**config.mk**
```make
export PLATFORM = sky130hd
export DESIGN_NAME = sensor_crosstalk_ratio_averager_flat
export DESIGN_NICKNAME = d
export VERILOG_FILES = /design/src/hw/rtl/sca_pkg.sv /design/src/hw/rtl/sca_in_if.sv /design/src/hw/rtl/sca_out_if.sv /design/src/hw/rtl/sensor_crosstalk_ratio_averager.sv /design/src/hw/rtl/sca_serial_div.sv /design/src/flat_wrapper.sv
export SDC_FILE = /design/constraint.sdc
export NUM_CORES = 1
export LEC_CHECK = 0
export BUFFER_PORTS_ARGS = -buffer_cell sky130_fd_sc_hd__buf_2
export CAP_MARGIN = 20
export CORE_ASPECT_RATIO = 0.8
export CORE_MARGIN = 5
export CORE_UTILIZATION = 55
export CTS_BUF_LIST = sky130_fd_sc_hd__clkbuf_4
export CTS_CLUSTER_DIAMETER = 100
export DETAILED_ROUTE_END_ITERATION = 6
export GPL_TIMING_DRIVEN = 1
export PLACE_DENSITY_LB_ADDON = 0.1
export SLEW_MARGIN = 20
export SYNTH_ARGS = -nofsm -noshare
export SYNTH_HDL_FRONTEND = slang
export SYNTH_HIERARCHICAL = 1
export SYNTH_SLANG_ARGS = --single-unit
```
**constraint.sdc**
```tcl
create_clock -name clk -period 5.6 [get_ports clk]
set_input_delay 0.84 -clock clk [delete_from_list [all_inputs] [get_ports clk]]
set_output_delay 0.84 -clock clk [all_outputs]
set_load 0.01 [all_outputs]
```
**src/hw/rtl/sca_pkg.sv**
```systemverilog
`default_nettype none
// ----------------------------------------------------------------------------
// sca_pkg: shared types and constants of the crosstalk ratio averager
// Field widths, register indexes, reset values, sequencer states and the
// status bundle of the shared serial divider.
// ----------------------------------------------------------------------------
package sca_pkg;

  // fixed field widths
  localparam int INDEX_W    = 4;
  localparam int VALUE_W    = 8;
  localparam int IMPACT_W   = 24;
  localparam int SCOUNT_W   = 5;

  // configuration port
  localparam int CFG_IDX_W  = 1;
  localparam int CFG_DATA_W = 5;
  localparam logic [CFG_IDX_W-1:0] REG_MAIN_SENSOR  = 1'b0;
  localparam logic [CFG_IDX_W-1:0] REG_SENSOR_COUNT = 1'b1;

  // register reset values
  localparam logic [INDEX_W-1:0]  MAIN_RESET   = 4'd0;
  localparam logic [SCOUNT_W-1:0] SCOUNT_RESET = 5'd16;

  // saturation bound of a reported ratio
  localparam logic [IMPACT_W-1:0] IMPACT_MAX = 24'hFFFFFF;

  // parameter defaults
  localparam int DEF_MAX_SENSORS   = 16;
  localparam int DEF_MAX_RECORDS   = 1024;
  localparam int DEF_FRACTION_BITS = 16;

  // sequencer states
  typedef enum logic [3:0] {
    ST_IDLE,
    ST_REC_MAIN,
    ST_REC_CHK,
    ST_REC_SEL,
    ST_REC_START,
    ST_REC_WAIT,
    ST_SET_SEL,
    ST_SET_START,
    ST_SET_WAIT,
    ST_OUT
  } state_t;

  // divider status
  typedef struct packed {
    logic busy;
    logic done;
  } div_stat_t;

endpackage
`default_nettype wire

```
**src/hw/rtl/sca_in_if.sv**
```systemverilog
`default_nettype none
// ----------------------------------------------------------------------------
// sca_in_if: input channel of the crosstalk ratio averager
// One beat carries one sensor value with its record and set end marks.
// ----------------------------------------------------------------------------
interface sca_in_if import sca_pkg::*; ();
  logic               valid;
  logic               ready;
  logic [INDEX_W-1:0] sensor_index;
  logic [VALUE_W-1:0] sensor_value;
  logic               end_of_record;
  logic               end_of_set;

  modport source (
    output valid, sensor_index, sensor_value, end_of_record, end_of_set,
    input  ready
  );

  modport sink (
    input  valid, sensor_index, sensor_value, end_of_record, end_of_set,
    output ready
  );
endinterface
`default_nettype wire

```
**src/hw/rtl/sca_out_if.sv**
```systemverilog
`default_nettype none
// ----------------------------------------------------------------------------
// sca_out_if: result channel of the crosstalk ratio averager
// One beat carries the averaged ratio of one sensor.
// ----------------------------------------------------------------------------
interface sca_out_if import sca_pkg::*; ();
  logic                valid;
  logic                ready;
  logic [INDEX_W-1:0]  impacted_sensor;
  logic [IMPACT_W-1:0] impact;
  logic                no_records;
  logic                last;

  modport source (
    output valid, impacted_sensor, impact, no_records, last,
    input  ready
  );

  modport sink (
    input  valid, impacted_sensor, impact, no_records, last,
    output ready
  );
endinterface
`default_nettype wire

```
**src/hw/rtl/sensor_crosstalk_ratio_averager.sv**
```systemverilog
`default_nettype none
// ----------------------------------------------------------------------------
// sensor_crosstalk_ratio_averager: averaged crosstalk ratios per sensor
//
// items carries one sensor peak value per beat. A beat with end_of_record
// closes the record: unless MAX_RECORDS records are held or the main value
// is zero, every used sensor other than the main one adds value / main_value
// (FRACTION_BITS fraction bits) to its running sum. A beat with end_of_set
// emits one beat per used sensor on results, the average sum / record count,
// then clears sums and count (the main sensor reports the unit ratio).
// Each ratio and each average is one pass through the single bit-serial
// divider, one quotient bit per cycle; SUM_W = 8 + FRACTION_BITS +
// log2(MAX_RECORDS) (34 at the defaults) is its dividend width.
// items.ready is high only while no record close or set end is in progress.
// results has an output register: a stalled receiver holds the sequencer
// before the next result, but the last result may wait while new items flow.
// Reset (rst, synchronous) clears the sums, the count, the registers
// (main_sensor 0, sensor_count 16) and the output register; no clearing pass.
// Configuration is written through cfg_we / cfg_idx / cfg_data; the user
// writes it only while idle, and the block itself does not enforce it.
// ----------------------------------------------------------------------------
module sensor_crosstalk_ratio_averager import sca_pkg::*; #(
  parameter int MAX_SENSORS   = DEF_MAX_SENSORS,
  parameter int MAX_RECORDS   = DEF_MAX_RECORDS,
  parameter int FRACTION_BITS = DEF_FRACTION_BITS
) (
  input  wire logic                  clk,
  input  wire logic                  rst,
  input  wire logic                  cfg_we,
  input  wire logic [CFG_IDX_W-1:0]  cfg_idx,
  input  wire logic [CFG_DATA_W-1:0] cfg_data,
  sca_in_if.sink                     items,
  sca_out_if.source                  results
);

  localparam int SENS_W = $clog2(MAX_SENSORS);
  localparam int NCAP   = (MAX_SENSORS < 16) ? MAX_SENSORS : 16;
  localparam int S_W    = $clog2(NCAP);
  localparam int CNT_W  = $clog2(MAX_RECORDS + 1);
  localparam int SUM_W  = VALUE_W + FRACTION_BITS + $clog2(MAX_RECORDS);
  localparam int DEN_W  = (CNT_W > VALUE_W) ? CNT_W : VALUE_W;
  localparam int WIDE_W = (SUM_W > IMPACT_W + 1) ? SUM_W : IMPACT_W + 1;

  state_t state, state_next;

  // configuration registers
  logic [INDEX_W-1:0]  main_sensor;
  logic [SCOUNT_W-1:0] sensor_count;

  // storage
  logic [VALUE_W-1:0]     vals [MAX_SENSORS];
  logic [VALUE_W-1:0]     vals_rd;
  logic [SUM_W-1:0]       sums [MAX_SENSORS];
  logic [SUM_W-1:0]       sum_rd;
  logic [MAX_SENSORS-1:0] sum_vld;
  logic                   sum_rd_vld;
  logic [SUM_W-1:0]       sum_base;
  logic [CNT_W-1:0]       count;
  logic [VALUE_W-1:0]     main_val;

  // sequencing
  logic [S_W-1:0]      s;
  logic [SCOUNT_W-1:0] n_used;
  logic                s_is_main;
  logic                s_last;
  logic                main_ok;
  logic                idx_ok;
  logic [VALUE_W-1:0]  main_val_c;
  logic [SENS_W-1:0]   val_raddr;
  logic                in_beat;

  // control strobes
  logic s_clr, s_inc, count_inc, sum_we, set_clear, res_load, out_load, out_free;
  logic [IMPACT_W-1:0] res_val;
  logic                res_nr;
  logic [IMPACT_W-1:0] res_impact;
  logic                res_no_rec;

  // divider
  logic             div_start;
  logic [SUM_W-1:0] div_num;
  logic [DEN_W-1:0] div_den;
  div_stat_t        div_stat;
  logic [SUM_W-1:0] div_quot;

  // saturation
  logic [WIDE_W-1:0]   quot_wide;
  logic [WIDE_W-1:0]   one_wide;
  logic [IMPACT_W-1:0] quot_sat;
  logic [IMPACT_W-1:0] one_sat;

  // output register
  logic                out_valid;
  logic [INDEX_W-1:0]  out_sensor;
  logic [IMPACT_W-1:0] out_impact;
  logic                out_nr;
  logic                out_last;

  sca_serial_div #(
    .NUM_W (SUM_W),
    .DEN_W (DEN_W)
  ) u_div (
    .clk   (clk),
    .rst   (rst),
    .start (div_start),
    .num   (div_num),
    .den   (div_den),
    .stat  (div_stat),
    .quot  (div_quot)
  );

  // sensors in use, clamped to the store
  always_comb begin
    if (sensor_count == '0) begin
      n_used = SCOUNT_W'(1);
    end else if (sensor_count > SCOUNT_W'(NCAP)) begin
      n_used = SCOUNT_W'(NCAP);
    end else begin
      n_used = sensor_count;
    end
  end

  assign s_is_main  = (INDEX_W'(s) == main_sensor);
  assign s_last     = ((SCOUNT_W'(s) + SCOUNT_W'(1)) == n_used);
  assign main_ok    = (32'(main_sensor) < MAX_SENSORS);
  assign idx_ok     = (32'(items.sensor_index) < MAX_SENSORS);
  assign main_val_c = main_ok ? vals_rd : '0;
  assign in_beat    = items.valid && items.ready;
  assign out_free   = !out_valid || results.ready;

  // saturate a quotient and the unit ratio to the result width
  assign quot_wide = WIDE_W'(div_quot);
  assign one_wide  = WIDE_W'(1) << FRACTION_BITS;
  assign quot_sat  = (quot_wide > WIDE_W'(IMPACT_MAX)) ? IMPACT_MAX
                                                       : quot_wide[IMPACT_W-1:0];
  assign one_sat   = (one_wide > WIDE_W'(IMPACT_MAX)) ? IMPACT_MAX
                                                      : one_wide[IMPACT_W-1:0];

  // configuration writes
  always_ff @(posedge clk) begin
    if (rst) begin
      main_sensor  <= MAIN_RESET;
      sensor_count <= SCOUNT_RESET;
    end else if (cfg_we) begin
      unique case (cfg_idx)
        REG_MAIN_SENSOR:  main_sensor  <= cfg_data[INDEX_W-1:0];
        REG_SENSOR_COUNT: sensor_count <= cfg_data[SCOUNT_W-1:0];
        default: ;
      endcase
    end
  end

  // sequencer state register
  always_ff @(posedge clk) begin
    if (rst) begin
      state <= ST_IDLE;
    end else begin
      state <= state_next;
    end
  end

  // sequencer next state and strobes
  always_comb begin
    state_next  = state;
    items.ready = 1'b0;
    s_clr       = 1'b0;
    s_inc       = 1'b0;
    count_inc   = 1'b0;
    sum_we      = 1'b0;
    set_clear   = 1'b0;
    res_load    = 1'b0;
    res_val     = '0;
    res_nr      = 1'b0;
    out_load    = 1'b0;
    div_start   = 1'b0;
    div_num     = '0;
    div_den     = '0;
    unique case (state)
      ST_IDLE: begin
        items.ready = 1'b1;
        if (items.valid) begin
          if (items.end_of_set) begin
            s_clr      = 1'b1;
            state_next = ST_SET_SEL;
          end else if (items.end_of_record && count != CNT_W'(MAX_RECORDS)) begin
            count_inc  = 1'b1;
            state_next = ST_REC_MAIN;
          end
        end
      end
      ST_REC_MAIN: begin
        state_next = ST_REC_CHK;
      end
      ST_REC_CHK: begin
        if (main_val_c == '0) begin
          state_next = ST_IDLE;
        end else begin
          s_clr      = 1'b1;
          state_next = ST_REC_SEL;
        end
      end
      ST_REC_SEL: begin
        if (s_is_main) begin
          if (s_last) begin
            state_next = ST_IDLE;
          end else begin
            s_inc = 1'b1;
          end
        end else begin
          state_next = ST_REC_START;
        end
      end
      ST_REC_START: begin
        div_start  = 1'b1;
        div_num    = SUM_W'(vals_rd) << FRACTION_BITS;
        div_den    = DEN_W'(main_val);
        state_next = ST_REC_WAIT;
      end
      ST_REC_WAIT: begin
        if (div_stat.done) begin
          sum_we = 1'b1;
          if (s_last) begin
            state_next = ST_IDLE;
          end else begin
            s_inc      = 1'b1;
            state_next = ST_REC_SEL;
          end
        end
      end
      ST_SET_SEL: begin
        state_next = ST_SET_START;
      end
      ST_SET_START: begin
        if (count == '0) begin
          res_load   = 1'b1;
          res_nr     = 1'b1;
          state_next = ST_OUT;
        end else if (s_is_main) begin
          res_load   = 1'b1;
          res_val    = one_sat;
          state_next = ST_OUT;
        end else begin
          div_start  = 1'b1;
          div_num    = sum_rd_vld ? sum_rd : '0;
          div_den    = DEN_W'(count);
          state_next = ST_SET_WAIT;
        end
      end
      ST_SET_WAIT: begin
        if (div_stat.done) begin
          res_load   = 1'b1;
          res_val    = quot_sat;
          state_next = ST_OUT;
        end
      end
      ST_OUT: begin
        if (out_free) begin
          out_load = 1'b1;
          if (s_last) begin
            set_clear  = 1'b1;
            state_next = ST_IDLE;
          end else begin
            s_inc      = 1'b1;
            state_next = ST_SET_SEL;
          end
        end
      end
      default: state_next = ST_IDLE;
    endcase
  end

  // value store: written by in-range non-set-end beats, read at the main sensor or at s
  assign val_raddr = (state == ST_REC_MAIN) ? SENS_W'(main_sensor) : SENS_W'(s);

  always_ff @(posedge clk) begin
    if (in_beat && !items.end_of_set && idx_ok) begin
      vals[SENS_W'(items.sensor_index)] <= items.sensor_value;
    end
    vals_rd <= vals[val_raddr];
  end

  // sum store
  always_ff @(posedge clk) begin
    if (sum_we) begin
      sums[SENS_W'(s)] <= sum_base + div_quot;
    end
    sum_rd <= sums[SENS_W'(s)];
  end

  // sum valid bits, record count, sensor counter
  always_ff @(posedge clk) begin
    if (rst) begin
      sum_vld <= '0;
      count   <= '0;
      s       <= '0;
    end else begin
      if (set_clear) begin
        sum_vld <= '0;
        count   <= '0;
      end else begin
        if (sum_we) begin
          sum_vld[SENS_W'(s)] <= 1'b1;
        end
        if (count_inc) begin
          count <= count + CNT_W'(1);
        end
      end
      if (s_clr) begin
        s <= '0;
      end else if (s_inc) begin
        s <= s + S_W'(1);
      end
    end
  end

  // working registers of the sequencer
  always_ff @(posedge clk) begin
    sum_rd_vld <= sum_vld[SENS_W'(s)];
    if (state == ST_REC_CHK) begin
      main_val <= main_val_c;
    end
    if (state == ST_REC_START) begin
      sum_base <= sum_rd_vld ? sum_rd : '0;
    end
    if (res_load) begin
      res_impact <= res_val;
      res_no_rec <= res_nr;
    end
  end

  // output register
  always_ff @(posedge clk) begin
    if (rst) begin
      out_valid <= 1'b0;
    end else if (out_load) begin
      out_valid <= 1'b1;
    end else if (results.ready) begin
      out_valid <= 1'b0;
    end
  end

  always_ff @(posedge clk) begin
    if (out_load) begin
      out_sensor <= INDEX_W'(s);
      out_impact <= res_impact;
      out_nr     <= res_no_rec;
      out_last   <= s_last;
    end
  end

  assign results.valid           = out_valid;
  assign results.impacted_sensor = out_sensor;
  assign results.impact          = out_impact;
  assign results.no_records      = out_nr;
  assign results.last            = out_last;

`ifndef SYNTH
  // record count stays within its cap
  a_count_cap: assert property (@(posedge clk) disable iff (rst)
    count <= CNT_W'(MAX_RECORDS))
    else $error("record count above cap");

  // a new result only follows a load from the result state
  a_out_src: assert property (@(posedge clk) disable iff (rst)
    $rose(results.valid) |-> $past(state) == ST_OUT)
    else $error("result shown outside result state");

  // the divider is never restarted mid-division
  a_div_free: assert property (@(posedge clk) disable iff (rst)
    div_start |-> !div_stat.busy)
    else $error("divider started while busy");

  // the final result of a set clears the sums and the count
  a_set_clear: assert property (@(posedge clk) disable iff (rst)
    (state == ST_OUT && out_load && s_last) |=> (count == '0 && sum_vld == '0))
    else $error("set end did not clear the sums");
`endif

endmodule
`default_nettype wire

```
**src/hw/rtl/sca_serial_div.sv**
```systemverilog
`default_nettype none
// ----------------------------------------------------------------------------
// sca_serial_div: bit-serial restoring divider
// Shifts the dividend in one bit per cycle and the quotient out one bit per
// cycle; once all NUM_W bits are through, the quotient is ready and done pulses.
// ----------------------------------------------------------------------------
module sca_serial_div import sca_pkg::*; #(
  parameter int NUM_W = 34,
  parameter int DEN_W = 11
) (
  input  wire logic             clk,
  input  wire logic             rst,
  input  wire logic             start,
  input  wire logic [NUM_W-1:0] num,
  input  wire logic [DEN_W-1:0] den,
  output div_stat_t             stat,
  output logic      [NUM_W-1:0] quot
);

  localparam int STEP_W = $clog2(NUM_W + 1);

  logic              busy;
  logic              done;
  logic [STEP_W-1:0] steps;
  logic [NUM_W-1:0]  work;
  logic [DEN_W-1:0]  rem;
  logic [DEN_W-1:0]  dvs;
  logic [DEN_W:0]    trial;
  logic [DEN_W:0]    diff;
  logic              fits;

  // one restoring step: bring down the next dividend bit, try a subtract
  assign trial = {rem, work[NUM_W-1]};
  assign diff  = trial - {1'b0, dvs};
  assign fits  = trial >= {1'b0, dvs};

  // step counter
  always_ff @(posedge clk) begin
    if (rst) begin
      busy  <= 1'b0;
      done  <= 1'b0;
      steps <= '0;
    end else begin
      done <= 1'b0;
      if (start) begin
        busy  <= 1'b1;
        steps <= STEP_W'(NUM_W);
      end else if (busy) begin
        steps <= steps - STEP_W'(1);
        if (steps == STEP_W'(1)) begin
          busy <= 1'b0;
          done <= 1'b1;
        end
      end
    end
  end

  // dividend / quotient shift register and partial remainder
  always_ff @(posedge clk) begin
    if (start) begin
      work <= num;
      rem  <= '0;
      dvs  <= den;
    end else if (busy) begin
      work <= {work[NUM_W-2:0], fits};
      rem  <= fits ? diff[DEN_W-1:0] : trial[DEN_W-1:0];
    end
  end

  assign stat.busy = busy;
  assign stat.done = done;
  assign quot      = work;

endmodule
`default_nettype wire
```
**src/flat_wrapper.sv**
```systemverilog
// flat-port wrapper written by rule: the top's interface ports become plain ports
module sensor_crosstalk_ratio_averager_flat import sca_pkg::*;
#(
  parameter int MAX_SENSORS   = DEF_MAX_SENSORS,
  parameter int MAX_RECORDS   = DEF_MAX_RECORDS,
  parameter int FRACTION_BITS = DEF_FRACTION_BITS
)
  (clk, rst, cfg_we, cfg_idx, cfg_data, items_valid, items_sensor_index, items_sensor_value, items_end_of_record, items_end_of_set, items_ready, results_valid, results_impacted_sensor, results_impact, results_no_records, results_last, results_ready);
  sca_in_if items_i ();
  sca_out_if results_i ();
  input  wire logic clk;
  input  wire logic rst;
  input  wire logic cfg_we;
  input  wire logic [CFG_IDX_W-1:0] cfg_idx;
  input  wire logic [CFG_DATA_W-1:0] cfg_data;
  input wire logic [$bits(items_i.valid)-1:0] items_valid;
  input wire logic [$bits(items_i.sensor_index)-1:0] items_sensor_index;
  input wire logic [$bits(items_i.sensor_value)-1:0] items_sensor_value;
  input wire logic [$bits(items_i.end_of_record)-1:0] items_end_of_record;
  input wire logic [$bits(items_i.end_of_set)-1:0] items_end_of_set;
  output wire logic [$bits(items_i.ready)-1:0] items_ready;
  output wire logic [$bits(results_i.valid)-1:0] results_valid;
  output wire logic [$bits(results_i.impacted_sensor)-1:0] results_impacted_sensor;
  output wire logic [$bits(results_i.impact)-1:0] results_impact;
  output wire logic [$bits(results_i.no_records)-1:0] results_no_records;
  output wire logic [$bits(results_i.last)-1:0] results_last;
  input wire logic [$bits(results_i.ready)-1:0] results_ready;
  assign items_i.valid = items_valid;
  assign items_i.sensor_index = items_sensor_index;
  assign items_i.sensor_value = items_sensor_value;
  assign items_i.end_of_record = items_end_of_record;
  assign items_i.end_of_set = items_end_of_set;
  assign items_ready = items_i.ready;
  assign results_valid = results_i.valid;
  assign results_impacted_sensor = results_i.impacted_sensor;
  assign results_impact = results_i.impact;
  assign results_no_records = results_i.no_records;
  assign results_last = results_i.last;
  assign results_i.ready = results_ready;
  sensor_crosstalk_ratio_averager #(.MAX_SENSORS(MAX_SENSORS), .MAX_RECORDS(MAX_RECORDS), .FRACTION_BITS(FRACTION_BITS)) u_core (.clk(clk), .rst(rst), .cfg_we(cfg_we), .cfg_idx(cfg_idx), .cfg_data(cfg_data), .items(items_i), .results(results_i));
endmodule
```
==> qor.txt, run 1 <==
status - finished clean
ratio of cells with drive above 1 in the final layout - 31.40%
PortBufs - 56
Ys Warns - 6
GRT overflow - 0
# H-tree levels - 4
multi-input logic area - 10,400 um^2
initial drt markers - 1,631
Final Critical Period - 4.218 ns
clock slew at reported path FFs - 0.07 ns
MaxCap Viol Count - 0
crit path to - u_core/sums[14][28]
Worst Reg-to-Reg Cells - 9
CP required - 6.26 ns
setup ws final - 1.382 ns
Power Dens Cells - 459.0 nW/um^2
P&R area growth vs syn - 12.62%
Max Freq - 0.2371 GHz
FF+latch area - 26,600 um^2
TritonCTS Buffers - 215
Final Skew - 0.07777 ns
Root Buffer - clkbuf_4
total wire length - 82.56 mm
Die Span Y - 242.7 um
fillcell total - 4,931
Worst EP arrival - 4.88 ns
global-route wire length before repair - 123.5 mm
Slew HR - 24.28%
DP HPWL - 46.90 mm
Die X - 300.8 um
final hold slack - 0.1331 ns
final hold viol count - 0
Pleak - 13.96 nW
final period utilization - 75.32%
final setup vio count - 0
Initial Utilization - 55.38%
vias in the first global route - 20,140
Residual DRC - 0
clk buf depth - 3
setup tns final - 0 ns
I/O pin total - 57
Post-CTS Setup Inserts - 0
crit-path max FO - 16
worst-margin pin slew - 1.132 ns
critical path class - reg2reg
synthesized area - 37,220 um^2
RSZ-0062 raised after global routing - false
die area - 73,010 um^2
fin nets - 2,337
initial antenna violation count - 3
DRT Pass-1 Iters - 5
Reg2Reg Setup Slack - 1.38 ns
reg2reg start - u_core/u_div/quot[0]
pin count of the biggest net entering global routing - 83
Slew Limit Fails - 0
CTS tree - built
total global-route track usage - 22.75%
RePlAce Congestion - 0.8446
Syn Area/Cell - 18.34 um^2
RR Endpoint - u_core/sums[14][28]
CTS Sinks - 921
WL per Instance - 24.56 um
syn_nets - 2,108
Hold WC Path Type - in2reg
Setup crit start - u_core/u_div/quot[0]
CP endpoint kind - flop
FP Rows - 85
dpl ws - 1.496 ns
Mapped Cells - 2,029
Core ar. - 67,210 um^2
vias per cell - 5.851
maximum vdd drop - 0.0002484 V
CP Launch Type - flop
via count - 19,670
worst skew pair latency - 1.08 ns
remaining antenna violation count after routing - 0
## through the flow
stage	power [W]	area (um^2)	util [%]	instances
2_1_floorplan	0.01237	37220	-	2029
3_3_place_gp	0.01346	38720	57.60	2948
3_5_place_dp	0.01367	38770	57.68	2949
4_1_cts	0.01930	41750	62.12	3355
5_1_grt	0.02023	41910	62.36	3360
6_report	0.01924	41920	62.37	3362
## routing by layer
metal / share of wire (%) / routed length (um) / track usage (%) / vias up
met5: 0 / 0 / 0 / -
met4: 1.5 / 1279 / 6.852 / 0
met3: 6.9 / 5677 / 4.976 / 114
met2: 48 / 39700 / 35.45 / 691
met1: 43 / 35910 / 32.89 / 10120
li1: - / - / - / 8745
## cells in the final DEF, fill, tap and decap left out, types with 7 or more instances in the layout
master,count
nand4_1,7
o21a_1,29
o21bai_1,8
and2_1,65
ha_1,52
inv_1,34
nand2_1,52
and3_1,9
mux4_2,207
clkbuf_4,330
xnor2_1,21
nand3_1,20
buf_4,42
nor3_1,18
nor2_1,106
nor2_4,12
a211oi_1,18
clkinv_1,54
a21o_1,14
mux2_2,34
dfxtp_1,103
mux2i_1,22
o21ai_0,24
xnor2_2,18
o211ai_1,8
nand2b_1,14
a21oi_1,60
edfxtp_1,814
buf_2,57
xor2_1,13
a22o_1,16
nor2b_1,17
## flip-flops by register name, summed over array words and instances (netlist names), 5 cells and up
name,cells
u_core/sums,544
u_core/vals,128
u_core/sum_base,34
u_core/sum_rd,34
u_core/u_div/quot,34
u_core/res_impact,24
u_core/results.impact,24
u_core/sum_vld,16
u_core/count,11
u_core/u_div/dvs,11
u_core/u_div/rem,11
u_core/main_val,8
u_core/main_val_c,8
u_core/u_div/steps,6
u_core/sensor_count,5
## how the worst min path moves through the flow
stage / startpoint / end / slack [ns] / cells past startpoint
2_1_floorplan: u_core/res_impact[0] / u_core/results.impact[0] / 0.40 / 0
3_3_place_gp: u_core/res_impact[7] / u_core/results.impact[7] / 0.41 / 0
3_5_place_dp: u_core/res_no_rec / u_core/results.no_records / 0.41 / 0
4_1_cts: cfg_idx / u_core/sensor_count[1] / 0.03 / 3
5_1_grt: cfg_idx / u_core/sensor_count[0] / 0.07 / 3
6_report: cfg_idx / u_core/sensor_count[1] / 0.13 / 3
## cell type report
cell class	instances	share of cell area [%]
diodes	6	0.03582
clock buffers	330	5.910
clock inverters	72	1.110
inverters	35	0.3134
multi-input cells	980	24.81
flip-flops and latches	921	63.45
well taps	913	2.725
repair buffers	105	1.642
## timing repair
item / CTS / global route
gates resized for setup: 0 / 0
hold endpoints to repair: 8 / 0
hold buffers: 4 / 0
## report_power, final
group / total (W) / switching [W] / leakage [nW] / internal, W
clock network: 0.00559 / 0.00262 / 1.73 / 0.00297
registers: 0.00955 / 0.000288 / 8.19 / 0.00927
logic: 0.00410 / 0.00274 / 4.03 / 0.00136
## critical path: stages, from the launching register on
cell,delay (ns)
edfxtp_1,0.41
ha_1,0.25
fa_1,0.46
a211oi_1,0.32
o21ai_1,0.15
a21oi_1,0.32
o211ai_1,0.38
a21boi_1,0.45
o211ai_1,0.22
a21oi_1,0.84
(Power assumes the default switching activity.)
==> inputs of run 2 (changes only) <==
--- a/config.mk
+++ b/config.mk
@@ -5,6 +5,7 @@
 export SDC_FILE = /design/constraint.sdc
 export NUM_CORES = 1
 export LEC_CHECK = 0
+export ABC_AREA = 1
 export BUFFER_PORTS_ARGS = -buffer_cell sky130_fd_sc_hd__buf_2
 export CAP_MARGIN = 20
 export CORE_ASPECT_RATIO = 0.8
==> constraint.sdc (replaced) <==
create_clock -name clk -period 3.98 [get_ports clk]
set_input_delay 0.597 -clock clk [delete_from_list [all_inputs] [get_ports clk]]
set_output_delay 0.597 -clock clk [all_outputs]
set_load 0.01 [all_outputs]
==> run 2 against run 1 <==
Power rose by 51%; sequential share of layout area decreased by 1.8 points; synthesized cell count increased by 68%; sequential power is 43% higher; via count increased by 38%.
==> qor.txt, run 2 <==
final hold viol count - 0
Slowest cell on crit path - edfxtp_1
Final Skew - 0.06012 ns
# placed instances - 4,291
pin count of the biggest net entering global routing - 237
Residual DRC - 0
Worst EP arrival - 4.07 ns
clk buf depth - 3
Initial Utilization - 55.67%
Reg2Reg Setup Slack - 0.78 ns
Post-CTS Resized - 0
final core occ - 62.39%
Syn Area/Cell - 11.31 um^2
commonest non-fill, non-tap cells in the layout - edfxtp_1, nand2_1, nor2_1
ratio of cells with drive above 1 in the final layout - 14.53%
# H-tree levels - 4
global-route wire length before repair - 152.6 mm
Top reg by flops - u_core/sums
syn_nets - 3,483
CTS Sinks - 921
DRT Pass-1 Iters - 6
TritonCTS Buffers - 214
P&R area growth vs syn - 12.08%
Ys Warns - 6
initial antenna violation count - 4
PortBufs - 56
Root Buffer - clkbuf_4
maximum vdd drop - 0.0003964 V
Slew Limit Fails - 0
Cell Chain, Critical Path - ha_1 > fa_1 > nand3_1 > nand2_1 > a21oi_1 > o21ai_0 > nand2_1 > nand3_1 > xor2_1 > buf_4
Die X - 305.9 um
final setup vio count - 0
DP HPWL - 56.78 mm
CP required - 4.85 ns
Mapped Cells - 3,404
crit-path max FO - 16
setup tns final - 0 ns
most common cell after layout, fill and taps aside - edfxtp_1
vias in the first global route - 26,830
final period utilization - 80.35%
Core ar. - 69,190 um^2
I/O pin total - 57
remaining antenna violation count after routing - 0
RePlAce Congestion - 0.8932
synthesized area - 38,520 um^2
fin nets - 3,691
Max Freq - 0.3127 GHz
RSZ-0062 raised after global routing - false
status - finished clean
total wire length - 99.66 mm
FP Rows - 86
Slew HR - 26.56%
critical path class - reg2reg
Power Dens Cells - 672.1 nW/um^2
Pleak - 15.99 nW
total global-route track usage - 26.27%
CP endpoint kind - flop
MaxCap Viol Count - 0
initial drt markers - 2,899
WL per Instance - 21.08 um
Regs by FF count - u_core/sums: 544 flops, u_core/vals: 128 flops
Final Critical Period - 3.198 ns
CP Launch Type - flop
GRT overflow - 0
vias per cell - 5.735
CTS tree - built
final hold slack - 0.2138 ns
die area - 75,450 um^2
Hold WC Path Type - in2reg
Worst path max stage delay - 0.51 ns
worst skew pair latency - 1.08 ns
max reg flops - 544
worst-margin pin slew - 1.102 ns
Die Span Y - 246.7 um
Finished Layout Cells - 4,728
via count - 27,110
clock slew at reported path FFs - 0.08 ns
## run 2: cell count changes in the layout (fill, tap and decap cells not counted), moves of 55 or more
cell	previous run	this run
nand2_1	52	526
o21ai_0	24	416
nor2_1	106	490
inv_1	34	245
mux4_2	207	0
o22ai_1	3	153
and2_1	65	0
nand3_1	20	75
## run 2: worst max-delay path, delay by kind of cell, from the launching register on
kind / cells / cell delay, ns
DFF: 1 / 0.51
xor gates and xnor gates: 1 / 0.39
adders and majority gates: 2 / 0.74
buffers and inverters: 1 / 0.28
AOI/OAI and AO/OA: 2 / 0.60
and+or+nand+nor: 4 / 0.49
## run 2: worst paths after layout
path,depth (start not counted),endpoint,start
max,10,u_core/sums[10][26],u_core/u_div/quot[0]
min,3,u_core/vals[8][7],items_sensor_index[3]
max reg2reg,10,u_core/sums[10][26],u_core/u_div/quot[0]
min reg2reg,0,u_core/results.impact[1],u_core/res_impact[1]
## run 2: stage by stage
step	setup slack, ns	area [um^2]	total power, W
global route	0.6299	43170	0.03062
global placement	0.8360	39970	0.02115
finish	0.7822	43170	0.02901
CTS	0.6643	43130	0.02913
floorplan	0.09155	38520	0.01836
detailed placement	0.7311	39980	0.02140
## run 2: report_power, final
group,internal [W],total (W),switching [W]
clock,0.00399,0.00767,0.00368
combinational,0.00203,0.00765,0.00563
sequential,0.0132,0.0137,0.000444
## run 2: routing by layer
layer	GRT usage [%]	wire length (um)	share of wire, %	vias up
met5	0	0	0	-
met4	10.12	2858	2.9	0
met3	6.628	9516	9.5	221
met2	40.03	44480	45	1210
met1	36.90	42810	43	13080
li1	-	-	-	12600
## run 2: timing repair
action | in CTS | in global routing
hold endpoints to repair | 153 | 0
buffers inserted | 0 | 0
hold buffers | 29 | 0
## run 2: area by class of cell
cell class                      instances  area, um^2
Timing Repair Buffer                  152        1136
Antenna cell                            5       12.51
Multi-Input combinational cell       2068       10440
Sequential cell                       921       26590
Tap cell                              924        1156
Clock inverter                         72       379.1
Fill cell                            5490       26020
Clock buffer                          331        2485
Inverter                              255       963.4
==> inputs of run 3 (changes only) <==
==> constraint.sdc (replaced) <==
create_clock -name clk -period 2.9 [get_ports clk]
set_input_delay 0.435 -clock clk [delete_from_list [all_inputs] [get_ports clk]]
set_output_delay 0.435 -clock clk [all_outputs]
set_load 0.01 [all_outputs]
==> run 3 against run 2 <==
Sequential power rose by 36%; critical endpoint is now u_core/sums[13][23]; clock skew is 0.0077 ns higher; combinational power rose by 46%; largest cell class unchanged.
==> qor.txt, run 3 (synthesis gave the netlist of run 2 again) <==
Core ar. - 69,190 um^2
Switching Fraction - 33.46%
critical path class - reg2reg
clk buf depth - 3
WL per Instance - 21.76 um
Seq pwr share - 46.6%
fin nets - 3,772
CTS tree - built
MaxCap Viol Count - 0
ratio of cells with drive above 1 in the final layout - 16.68%
DP HPWL - 59.43 mm
setup ws final - 0.1025 ns
CP required - 3.76 ns
PnR Total Power - 0.04020 W
Max Freq - 0.3575 GHz
Cell Chain, Critical Path - ha_1 > buf_4 > a21o_1 > a21oi_1 > o21ai_0 > a21oi_1 > nand2_1 > xor2_1 > buf_4
Pleak - 16.48 nW
worst-margin pin slew - 1.055 ns
Die Span Y - 246.7 um
total global-route track usage - 27.54%
Top reg by flops - u_core/sums
remaining antenna violation count after routing - 0
RePlAce Congestion - 0.9266
via count - 27,800
max reg flops - 544
initial drt markers - 2,968
GRT overflow - 0
Residual DRC - 0
Clock power frac - 25.6%
Slowest cell on crit path - edfxtp_1
vias in the first global route - 26,720
worst skew pair latency - 1.09 ns
Finished Layout Cells - 4,804
final period utilization - 96.47%
I/O pin total - 57
initial antenna violation count - 5
# H-tree levels - 4
CP Launch Type - flop
total wire length - 104.5 mm
Worst EP arrival - 3.66 ns
Slew Limit Fails - 0
Comb pwr share - 27.8%
WHS Path Cells - 4
die area - 75,450 um^2
internal power component - 0.02675 W
fillcell total - 5,435
final setup vio count - 0
Die X - 305.9 um
Hold WC Path Type - in2reg
# placed instances - 4,362
Regs by FF count - u_core/sums: 544 flops, u_core/vals: 128 flops
Worst Reg-to-Reg Cells - 9
most common cell after layout, fill and taps aside - edfxtp_1
dpl ws - -0.2476 ns
PortBufs - 56
P_sw - 0.01345 W
CTS Sinks - 921
status - finished clean
vias per cell - 5.786
maximum vdd drop - 0.0005150 V
Worst path max stage delay - 0.43 ns
pin count of the biggest net entering global routing - 163
CP endpoint kind - flop
FP Rows - 86
TritonCTS Buffers - 213
Initial Utilization - 55.67%
commonest non-fill, non-tap cells in the layout - edfxtp_1, nand2_1, nor2_1
Final Skew - 0.06783 ns
Final Critical Period - 2.798 ns
Root Buffer - clkbuf_4
Slew HR - 29.64%
RSZ-0062 raised after global routing - false
crit-path max FO - 16
final hold viol count - 0
DRT Pass-1 Iters - 5
clock slew at reported path FFs - 0.07 ns
P&R area growth vs syn - 14.63%
global-route wire length before repair - 157.7 mm
Power Dens Cells - 910.5 nW/um^2
-- run 3: cell count changes in the layout (fill, tap and decap cells not counted), moves of 3 or more --
| cell | delta |
|---|---|
| buf_12 | +17 |
| buf_4 | +55 |
| dlygate4sd3_1 | +9 |
| inv_6 | +3 |
| nand2_1 | -4 |
| nand2_2 | +5 |
| nor2_1 | -5 |
| nor2_2 | +5 |
| nor3_4 | +3 |
| xnor2_1 | -4 |
| xnor2_2 | +4 |
| xor2_1 | -8 |
| xor2_2 | +3 |
| xor2_4 | +5 |
-- run 3: timing repair --
item	CTS	global route
pin swaps	0	1
endpoints found under the hold margin	287	0
setup endpoints to repair	124	144
setup buffers	0	1
gates resized for setup	8	19
hold buffers	38	0
-- run 3: area by class of cell --
cell class	count	area, um^2	share of cell area, %
multi-input cells	2068	10640	24.09
flip-flops and latches	921	26590	60.23
clock inverters	68	332.8	0.7538
diodes	6	15.01	0.03401
inverters	255	967.2	2.191
clock buffers	328	2462	5.577
well taps	924	1156	2.619
repair buffers	234	1987	4.500
-- run 3: critical path: cells and delay by family (launching register included) --
family,cells,cell delay [ns]
AOI/OAI and AO/OA,4,1.04
buffers and inverters,2,0.44
DFF,1,0.43
adders and majority gates,1,0.31
xor gates and xnor gates,1,0.29
and+or+nand+nor,1,0.08
-- run 3: worst paths after layout --
check | end | from | slack [ns]
worst max-delay path | u_core/sums[13][23] | u_core/u_div/quot[14] | 0.10
worst min-delay path | u_core/sensor_count[3] | cfg_data[3] | 0.21
worst max register to register | u_core/sums[13][23] | u_core/u_div/quot[14] | 0.10
worst min register to register | u_core/results.impact[11] | u_core/res_impact[11] | 0.42
-- run 3: per-stage QoR --
step                      utilization, %  hold WS (ns)  cell area, um^2  setup TNS (ns)
after floorplan                        -        0.4003            38560         -129.55
after global placement             58.87        0.4068            40730          -5.922
after detailed placement           58.88        0.4054            40740          -15.52
after CTS                          63.56       0.09940            43970               0
after global routing               63.81        0.1755            44150               0
final                              63.81        0.2077            44150               0
-- run 3: power by group through the flow --
| stage | Combinational (W) | Sequential (W) | Clock (W) |
|---|---|---|---|
| global route | 0.0123 | 0.0188 | 0.0113 |
| detailed placement | 0.0105 | 0.0190 | 0 |
| CTS | 0.0107 | 0.0187 | 0.0105 |
| floorplan | 0.00645 | 0.0188 | 0 |
| global placement | 0.0102 | 0.0190 | 0 |
| finish | 0.0112 | 0.0187 | 0.0103 |
-- run 3: layer usage --
layer | vias to the layer above | wire [um] | track usage (%)
met5 | - | 0 | 0
met4 | 0 | 2627 | 9.612
met3 | 184 | 10730 | 6.380
met2 | 1364 | 47080 | 41.90
met1 | 13500 | 44100 | 39.58
li1 | 12750 | - | -
